### config.mk
export PLATFORM = sky130hd
export DESIGN_NAME = bfei_bank
export DESIGN_NICKNAME = d
export VERILOG_FILES = /design/src/rtl/bfei_bank.sv
export SDC_FILE = /design/constraint.sdc
export NUM_CORES = 2
export LEC_CHECK = 0
export BUFFER_PORTS_ARGS = -buffer_cell sky130_fd_sc_hd__buf_2
export CAP_MARGIN = 20
export CORE_MARGIN = 2
export CORE_UTILIZATION = 33
export CTS_BUF_LIST = sky130_fd_sc_hd__clkbuf_8
export CTS_CLUSTER_SIZE = 40
export DETAILED_ROUTE_END_ITERATION = 10
export PLACE_DENSITY = 0.49
export SLEW_MARGIN = 5
export SYNTH_ARGS = -nofsm -noshare
export SYNTH_HDL_FRONTEND = slang
export SYNTH_SLANG_ARGS = --single-unit
### constraint.sdc
create_clock -name clk_i -period 9.65 [get_ports clk_i]
set_clock_uncertainty 0.1 [all_clocks]
set_input_delay 1.93 -clock clk_i [delete_from_list [all_inputs] [get_ports clk_i]]
set_output_delay 1.93 -clock clk_i [all_outputs]
set_load 0.005 [all_outputs]
### src/rtl/bfei_bank.sv
module bfei_bank #(
  parameter int unsigned DEPTH = 64,
  parameter int unsigned AW    = 6
) (
  input  logic          clk_i,
  input  logic          we_i,
  input  logic [AW-1:0] waddr_i,
  input  logic [63:0]   wdata_i,
  input  logic          re_i,
  input  logic [AW-1:0] raddr_i,
  output logic [63:0]   rdata_o
);

  logic [63:0] mem_q [DEPTH];
  logic [63:0] rdata_q;

  // single write port, registered read port
  always_ff @(posedge clk_i) begin
    if (we_i) begin
      mem_q[waddr_i] <= wdata_i;
    end
    if (re_i) begin
      rdata_q <= mem_q[raddr_i];
    end
  end

  assign rdata_o = rdata_q;

endmodule

==> flow_metrics.env <==
export IMPL_cts_max_level=6
export IMPL_totalWireLength_mm=496
export IMPL_yosysSeqAreaShare_pct=79.6
export IMPL_cts_clk_slew_worst_paths_ps=60
export IMPL_synth_top_cell_area_share_pct=79.6
export IMPL_grt_pass1_vias=79400
export IMPL_overflow=0
export IMPL_wl_per_cell_um=35.2
export IMPL_drive_gt1_share_pct=29.4
export IMPL_met2WireLength_mm=243
export IMPL_startpoint_type="input port"
export IMPL_finalWorstSetupSlack_ps=5180
export IMPL_netlist_instances=6598
export IMPL_r2r_start="mem_q[11][28]$_DFFE_PP_"
export IMPL_ys_ff_latch=4160
export IMPL_relSlewSlack_pct=20.3
export IMPL_synth_edf_count=4160
export IMPL_ir_drop_uv=139
export IMPL_dr_wl_met3_mm=32.4
export IMPL_cp_end_kind="register"
export IMPL_ff2ff_path_depth=5
export IMPL_critical_path_class="input port to register"
export IMPL_initialDrtViolationCount=9792
export IMPL_utilization_pct=37.8
export IMPL_fmax_mhz=223
export IMPL_die_area_mm2=0.481
export IMPL_cts_root_buffer="clkbuf_8"
export IMPL_wl_met1_mm=208
export IMPL_avgSynthCellArea_um2=23.8
export IMPL_syn_num_nets=6677
export IMPL_cts_buffer_depth=4
export IMPL_finalNonFillerCells=14100
export IMPL_ant_nets=0
export IMPL_final_max_slew_viol_count=0
export IMPL_finalCritPeriodShare_pct=46.4
export IMPL_syn_cell_area_mm2=0.157
export IMPL_r2r_end="rdata_o[28]$_DFFE_PP_"
export IMPL_cts_tree="yes"
export IMPL_antenna_found_initial=56
export IMPL_status="complete, no violations"
export IMPL_yosys_area_top_type="edfxtp_1"
export IMPL_setup_viol=0
export IMPL_drc_errors=0
export IMPL_finalCriticalPeriod_ps=4470
export IMPL_rsz0062_at_grt="no"
export IMPL_p_leak_nw=55.9
export IMPL_cts_buffers=687
export IMPL_crit_arrival_ps=5370
export IMPL_die_height_um=694
export IMPL_final_setup_tns_ps=0
export IMPL_whs_path_depth=4
export IMPL_io_pins=143
export IMPL_area_growth_pct=14.3
export IMPL_cts_hold_buf=0
export IMPL_cts_setup_buffers=0
export IMPL_async_reset_ff_share_pct=0
export IMPL_vias_per_cell=5.49
export IMPL_final_nets=7371
export IMPL_dpl_cell_count=12800
export IMPL_worstPathRequired_ps=10550
export IMPL_pre_cts_slack_ps=3940
export IMPL_fp_dieW_um=694
export IMPL_r2r_setup_slack_ps=7310
export IMPL_num_vias=77400
export IMPL_yosys_warnings=0
export IMPL_hp_class="register to register"
export IMPL_cts_resized=0
export IMPL_start_util_pct=33.1
export IMPL_dr_pass1_iters=6
export IMPL_hpwlAfterDp_mm=246
export IMPL_grt_max_degree=126
export IMPL_worstMarginPinSlew_ps=1200
export IMPL_synth_top_flop_cell="edfxtp_1"
export IMPL_finalHoldViolCount=0
export IMPL_num_rows=253
export IMPL_powerDensity_mw_per_mm2=200
export IMPL_min_to="rdata_o[48]$_DFFE_PP_"
export IMPL_portBuffers=142
export IMPL_worstSkewPairLatency_ps=1240
export IMPL_placeableCoreArea_mm2=0.474
export IMPL_hp_start="mem_q[47][48]$_DFFE_PP_"
export IMPL_cap_violations=0
export IMPL_clock_sink_count=4160
export IMPL_synth_area_top_cells="edfxtp_1 80%, mux4_2 15%, mux2i_1 0.86%"
export IMPL_synth_distinct_cells=32
export IMPL_grt_util_all_layers_pct=20.2
export IMPL_top_layer="met5"
export IMPL_grt_pass1_wl_mm=674
export IMPL_gp_congestion=0.743
export IMPL_cp_max_fo=40
==> per-layer routing <==
metal	up-vias	GRT usage [%]
li1	30100	-
met1	43300	28.1
met2	3280	33.5
met3	755	2.82
met4	6	5.36
met5	-	0
==> metrics by stage <==
step                cell area [um2]  hold slack [ps]  total power [mW]
floorplan                    157000              765              21.4
global placement             166000              807              22.2
detailed placement           166000              802              22.3
CTS                          179000              806              36.2
global route                 179000              863              37.1
finish                       179000              796              35.9
==> Yosys cell counts, types with 29 or more instances <==
| cell | n |
|---|---|
| buf_4 | 34 |
| a211oi_1 | 63 |
| or3_1 | 29 |
| nand2_1 | 58 |
| mux4_2 | 1024 |
| a22oi_1 | 168 |
| clkbuf_1 | 140 |
| a22o_1 | 88 |
| nand3_1 | 45 |
| o221ai_1 | 38 |
| nor2_1 | 112 |
| mux2i_1 | 135 |
| buf_2 | 170 |
| o22ai_1 | 83 |
| and3_1 | 64 |
| edfxtp_1 | 4160 |
==> power breakdown <==
group          total (mW)  leakage [nW]  internal [mW]  switching, mW
Sequential           20.1          37.5           20.1         0.0774
Clock                14.0          7.13           6.89           7.14
Combinational        1.74          11.3          0.639           1.10
==> worst max-delay path: stages <==
cell and delay, ps:
buf_8 300, buf_4 550, nor2b_4 260, buf_4 660, buf_4 710, a22oi_1 170
and3_1 230, a211oi_1 210
==> placed cells by master (no fill, tap or decap), types with 40 or more instances in the layout <==
| cell type | count |
|---|---|
| edfxtp_1 | 4160 |
| mux4_2 | 1024 |
| clkbuf_8 | 696 |
| inv_1 | 281 |
| a22oi_1 | 168 |
| clkinv_1 | 164 |
| buf_4 | 151 |
| buf_2 | 138 |
| mux2i_1 | 135 |
| a22o_1 | 88 |
| o22ai_1 | 83 |
| buf_12 | 75 |
| nor2_4 | 65 |
| and3_1 | 64 |
| a211oi_1 | 61 |
| nand2_1 | 54 |
| nor2_1 | 47 |
| nand3_1 | 45 |
| clkinv_2 | 40 |
==> kinds of logic (layout without fill, tap and decap cells) <==
family	after synthesis	count (layout)	share of synthesized area [%]
buf+inv	389	1610	1.18
compound gates	504	504	2.47
mux	1159	1159	15.6
simple gates	386	386	1.23
flops	4160	4160	79.6
other cells	0	33	0
==> flip-flops by register name (all words and copies together), names as in the netlist <==
name,count
mem_q,4096
rdata_o,64
==> area by class of cell <==
type                       count  area, um2
fill                       42700     295000
clock buffer                 696       9580
clock inverter               520       2540
sequential                  4160     125000
inverter                      19       71.3
tap                         6247       7820
timing repair buffer         375       3590
antenna                       33       82.6
multi-input combinational   2049      30800
==> how the worst max path moves through the flow <==
stage,startpoint,end,slack [ps],depth (start not counted)
floorplan,waddr_i[3],mem_q[48][0]$_DFFE_PP_,2180,4
global placement,raddr_i[1],rdata_o[41]$_DFFE_PP_,3790,7
detailed placement,raddr_i[1],rdata_o[8]$_DFFE_PP_,3940,7
finish,raddr_i[2],rdata_o[9]$_DFFE_PP_,5180,8
CTS,raddr_i[1],rdata_o[11]$_DFFE_PP_,5250,7
global route,raddr_i[0],rdata_o[20]$_DFFE_PP_,5000,8
(Power assumes the default switching activity.)
