==> config.mk <==
export PLATFORM = sky130hd
export DESIGN_NAME = bfei_decode
export DESIGN_NICKNAME = d
export VERILOG_FILES = /design/src/rtl/bfei_pkg.sv /design/src/rtl/bfei_decode.sv
export SDC_FILE = /design/constraint.sdc
export NUM_CORES = 1
export LEC_CHECK = 0
export BUFFER_PORTS_ARGS = -buffer_cell sky130_fd_sc_hd__buf_2
export CAP_MARGIN = 40
export CELL_PAD_IN_SITES_DETAIL_PLACEMENT = 1
export CELL_PAD_IN_SITES_GLOBAL_PLACEMENT = 2
export CORE_UTILIZATION = 14
export DETAILED_ROUTE_END_ITERATION = 6
export PLACE_DENSITY_LB_ADDON = 0.1
export SYNTH_ARGS = -nofsm -noshare
export SYNTH_HDL_FRONTEND = slang
export SYNTH_SLANG_ARGS = --single-unit
==> constraint.sdc <==
create_clock -name vclk -period 5.29
set_input_delay 0.2645 -clock vclk [all_inputs]
set_output_delay 0.2645 -clock vclk [all_outputs]
set_load 0.01 [all_outputs]
==> src/rtl/bfei_pkg.sv <==
package bfei_pkg;

  // request codes
  typedef enum logic [1:0] {
    OP_LOAD    = 2'd0,
    OP_READ    = 2'd1,
    OP_EXTRACT = 2'd2,
    OP_INSERT  = 2'd3
  } op_e;

  // one image word is eight bytes, a field window is two words
  localparam int unsigned WORD_BITS = 64;
  localparam int unsigned WIN_BITS  = 2 * WORD_BITS;
  localparam logic [6:0]  BYTE_BITS = 7'd8;
  localparam logic [7:0]  WIN_COUNT = 8'd128;

  // decoded request held between the read and the write-back cycle
  typedef struct packed {
    op_e         op;
    logic        lo_odd;   // low word of the window sits in the odd bank
    logic [5:0]  shift;    // bit position inside the low word
    logic [6:0]  len;      // field length after clamping
    logic [7:0]  vcnt;     // window bits that lie inside the image
    logic [63:0] value;
  } exec_t;

endpackage

==> src/rtl/bfei_decode.sv <==
module bfei_decode #(
  parameter int unsigned IMAGE_BYTES    = 1024,
  parameter int unsigned MAX_FIELD_BITS = 64,
  parameter int unsigned ROWS           = 64,
  parameter int unsigned RAW            = 6
) (
  input  logic [1:0]     operation_i,
  input  logic [9:0]     byte_address_i,
  input  logic [15:0]    bit_offset_i,
  input  logic [6:0]     bit_length_i,
  input  logic [63:0]    field_value_i,
  input  logic [10:0]    image_size_i,
  output bfei_pkg::exec_t req_o,
  output logic [RAW-1:0] even_row_o,
  output logic [RAW-1:0] odd_row_o,
  output logic           even_ok_o,
  output logic           odd_ok_o
);
  import bfei_pkg::*;

  op_e         op;
  logic        byte_op;
  logic [15:0] pos;
  logic [9:0]  word;
  logic [9:0]  even_full;
  logic [9:0]  odd_full;
  logic [13:0] limit;
  logic [16:0] lim_bits;
  logic [16:0] base;
  logic [16:0] diff;
  logic        byte_in;
  logic [7:0]  field_vcnt;
  logic [6:0]  field_len;

  // bit position of the access, byte requests are byte aligned
  assign op      = op_e'(operation_i);
  assign byte_op = (op == OP_LOAD) || (op == OP_READ);
  assign pos     = byte_op ? {3'b0, byte_address_i, 3'b0} : bit_offset_i;
  assign word    = pos[15:6];

  // word w and w+1 always fall in different banks
  assign even_full  = 10'(({1'b0, word} + 11'd1) >> 1);
  assign odd_full   = {1'b0, word[9:1]};
  assign even_ok_o  = {22'b0, even_full} < 32'(ROWS);
  assign odd_ok_o   = {22'b0, odd_full} < 32'(ROWS);
  assign even_row_o = even_ok_o ? RAW'(even_full) : '0;
  assign odd_row_o  = odd_ok_o ? RAW'(odd_full) : '0;

  // how many window bits lie below the active image end
  assign limit    = ({21'b0, image_size_i} > 32'(IMAGE_BYTES)) ? 14'(IMAGE_BYTES)
                                                               : {3'b0, image_size_i};
  assign lim_bits = {limit, 3'b0};
  assign base     = {1'b0, word, 6'b0};
  assign diff     = lim_bits - base;

  always_comb begin
    if (lim_bits <= base) begin
      field_vcnt = '0;
    end else if (diff >= {9'b0, WIN_COUNT}) begin
      field_vcnt = WIN_COUNT;
    end else begin
      field_vcnt = diff[7:0];
    end
  end

  // byte requests only check the store size
  assign byte_in   = {22'b0, byte_address_i} < 32'(IMAGE_BYTES);
  assign field_len = (bit_length_i > 7'(MAX_FIELD_BITS)) ? 7'(MAX_FIELD_BITS) : bit_length_i;

  always_comb begin
    req_o.op     = op;
    req_o.lo_odd = word[0];
    req_o.shift  = pos[5:0];
    req_o.len    = byte_op ? BYTE_BITS : field_len;
    req_o.vcnt   = byte_op ? (byte_in ? WIN_COUNT : 8'd0) : field_vcnt;
    req_o.value  = field_value_i;
  end

endmodule

==> impl_metrics.csv <==
group,metric,value,unit
status,status,"finished clean",
drt,wl,4.68,mm
worst_setup_path,worstPathRequired,5.03,ns
drt,via_per_inst,3.69,
sta,worst_pin_slew,0.558,ns
cells_and_area,num-clock-buffers,0,
worst_setup_path,path_max_fanout,28,
drt,wire_per_inst,13.4,um
cells_and_area,final_cell_area,0.00153,mm^2
synthesis,yosysWarnings,0,
cells_and_area,nFlopsAndLatches,0,
sta,relSlewSlack,0.628,
floorplan,pin_count,212,
floorplan,coreArea,0.0104,mm^2
floorplan,die_area,0.0112,mm^2
sta,period_share,0.657,
sta,setup_tns,0,ns
global_route,grt_pass1_vias,1318,
global_route,overflow,0,
worst_setup_path,cp-end-kind,"output pin",
cells_and_area,nFillCells,1281,
worst_setup_path,timing.critical_path.cells,"buf_2 -> mux2i_1 -> inv_1 -> ha_1 -> inv_1 -> fa_1 -> a211oi_1 -> nor2_1 -> xnor2_1 -> o2111ai_1 -> nor4_4 -> and3b_1 -> buf_2",
global_route,grt_pass1_wl,6.87,mm
floorplan,chipHeight,106,um
global_route,grt_util_met3,0.00804,
worst_setup_path,cp-endpoint,"req_o[69]",
worst_setup_path,slowest_delay,0.45,ns
worst_setup_path,cp_slowest_cell,"buf_2",
flow_run,drv_cap,0,
sta,post-route-min-period,3.47,ns
global_route,grt.busiest_layer,"met2",
pwr,p_leak,0.754,nW
sta,finalHoldViolCount,0,
drt,firstDrtPassIters,4,
min_path,worstHoldStart,"field_value_i[37]",
floorplan,die_width,106,um
cts,cts_resized,0,
placed_design,gp_congestion,0.673,
sta,drv_slew,0,
cells_and_area,nNetsFinal,336,
placed_design,port_buffers,79,
synthesis,postSynthCellCount,207,
floorplan,start_util,0.145,
global_route,grt_use_met2,0.147,
drt,via_count,1292,
sta,max_freq,0.288,GHz
pwr,ir_drop,0.0000199,V
floorplan,std_cell_rows,37,
drt,drtIter0Drc,31,
min_path,hold_class,"input port to output pin",
synthesis,syn_area,0.00150,mm^2
cts,ctsHoldBuffers,0,
drt,drcViolationCount,0,
sta,grt_setup_unrepaired,"no",
cells_and_area,layout-drive-gt1-share,0.425,
synthesis,synth_cell_types,45,
global_route,grt_max_degree,29,
cells_and_area,multi_input_area,932,um^2
global_route,antenna_found_initial,0,
cts,post_cts_buffers,0,
synthesis,synth.avg_cell_area,7.26,um^2
cells_and_area,areaGrowthSynthToFinish,1.67,%
placed_design,dpl-instance-area,0.00153,mm^2
worst_setup_path,critPathLaunch,"operation_i[1]",
synthesis,seq_area_frac_synth,0,
global_route,grt_usage,0.0756,
cells_and_area,diodes,0,
worst_setup_path,crit_type,"input port to output pin",
cells_and_area,final-seq-area,0,um^2
worst_setup_path,startpoint_type,"input port",
pwr,power-per-cell-area,96.3,mW/mm^2
placed_design,dp_hpwl,4.15,mm
sta,finalSetupViolCount,0,
drt,final_antenna_net_count,0,
global_route,grtUsageMet1,0.0920,
worst_setup_path,cp.arrival,3.21,ns
[power breakdown]
group / internal, mW / switching, mW / total (mW)
Sequential: 0 / 0 / 0
Clock: 0 / 0 / 0
Combinational: 0.0631 / 0.0840 / 0.147
[synth_stat cells, drive strengths merged, types with 3 or more instances]
master / number / share of area
buf: 71 / 0.36
nor2: 20 / 0.052
and2: 11 / 0.046
nor2b: 10 / 0.042
ha: 9 / 0.075
inv: 8 / 0.020
a21oi: 7 / 0.023
mux2i: 7 / 0.052
nand2: 7 / 0.019
o21ai: 6 / 0.020
xnor2: 5 / 0.029
a211oi: 4 / 0.020
and3b: 4 / 0.023
clkbuf: 3 / 0.0075
mux2: 3 / 0.022
nand2b: 3 / 0.012
nor3: 3 / 0.010
[worst min path at each step]
stage                      to  slack (ns)  cells after the start
floorplan            req_o[0]        0.62                      1
global placement    req_o[13]        0.53                      0
detailed placement  req_o[13]        0.53                      0
CTS                 req_o[13]        0.53                      0
global route         req_o[1]        0.53                      0
finish              req_o[37]        0.53                      0
[worst max-delay path, delay by kind of cell]
family	cells	cell delay (ns)
buf+inv	4	0.79
simple gates	3	0.72
fa+ha+maj	2	0.57
compound gates	2	0.48
mux	1	0.23
xor+xnor	1	0.16
[metal layers]
layer  routed length, um  part of all wire
met1                1980              0.42
met2                2470              0.53
met3                 229             0.049
met4                   0                 0
met5                   0                 0
[cell families after synthesis]
| group | after synthesis | synth area share |
|---|---|---|
| adder cells (fa/ha/maj) | 10 | 0.0883 |
| other | 1 | 0.00250 |
| XOR/XNOR | 7 | 0.0408 |
| multiplexers | 10 | 0.0741 |
| AO/OA/AOI/OAI | 31 | 0.152 |
| AND/OR/NAND/NOR | 66 | 0.257 |
| buffers and inverters | 82 | 0.385 |
[per-stage QoR]
stage               hold slack [ns]  instances   util  power (mW)  setup WS [ns]
floorplan                     0.621        209      -       0.147           2.50
global placement              0.529        350  0.147       0.156           1.82
detailed placement            0.529        350  0.147       0.150           1.70
CTS                           0.529        350  0.147       0.151           1.70
global route                  0.529        350  0.147       0.163           1.45
finish                        0.529        350  0.147       0.147           1.82
[final cells by class]
type	instances	share of cell area
inverters	8	0.0197
multi-input cells	127	0.610
well taps	136	0.111
repair buffers	79	0.259
[cells in the final DEF, fill, tap and decap left out, types with 2 or more instances in the layout]
master / n
buf_2: 79
nor2_1: 19
and2_1: 11
nor2b_1: 10
ha_1: 9
inv_1: 8
a21oi_1: 7
nand2_1: 6
mux2i_1: 5
xnor2_1: 5
a211oi_1: 4
and3b_1: 4
nand2b_1: 3
o21ai_1: 3
o21ai_0: 3
nor3_1: 3
mux2_2: 3
conb_1: 3
mux2i_2: 2
o31a_1: 2
and3_1: 2
xor2_1: 2
Note: power is estimated with default switching activity, not from simulation.
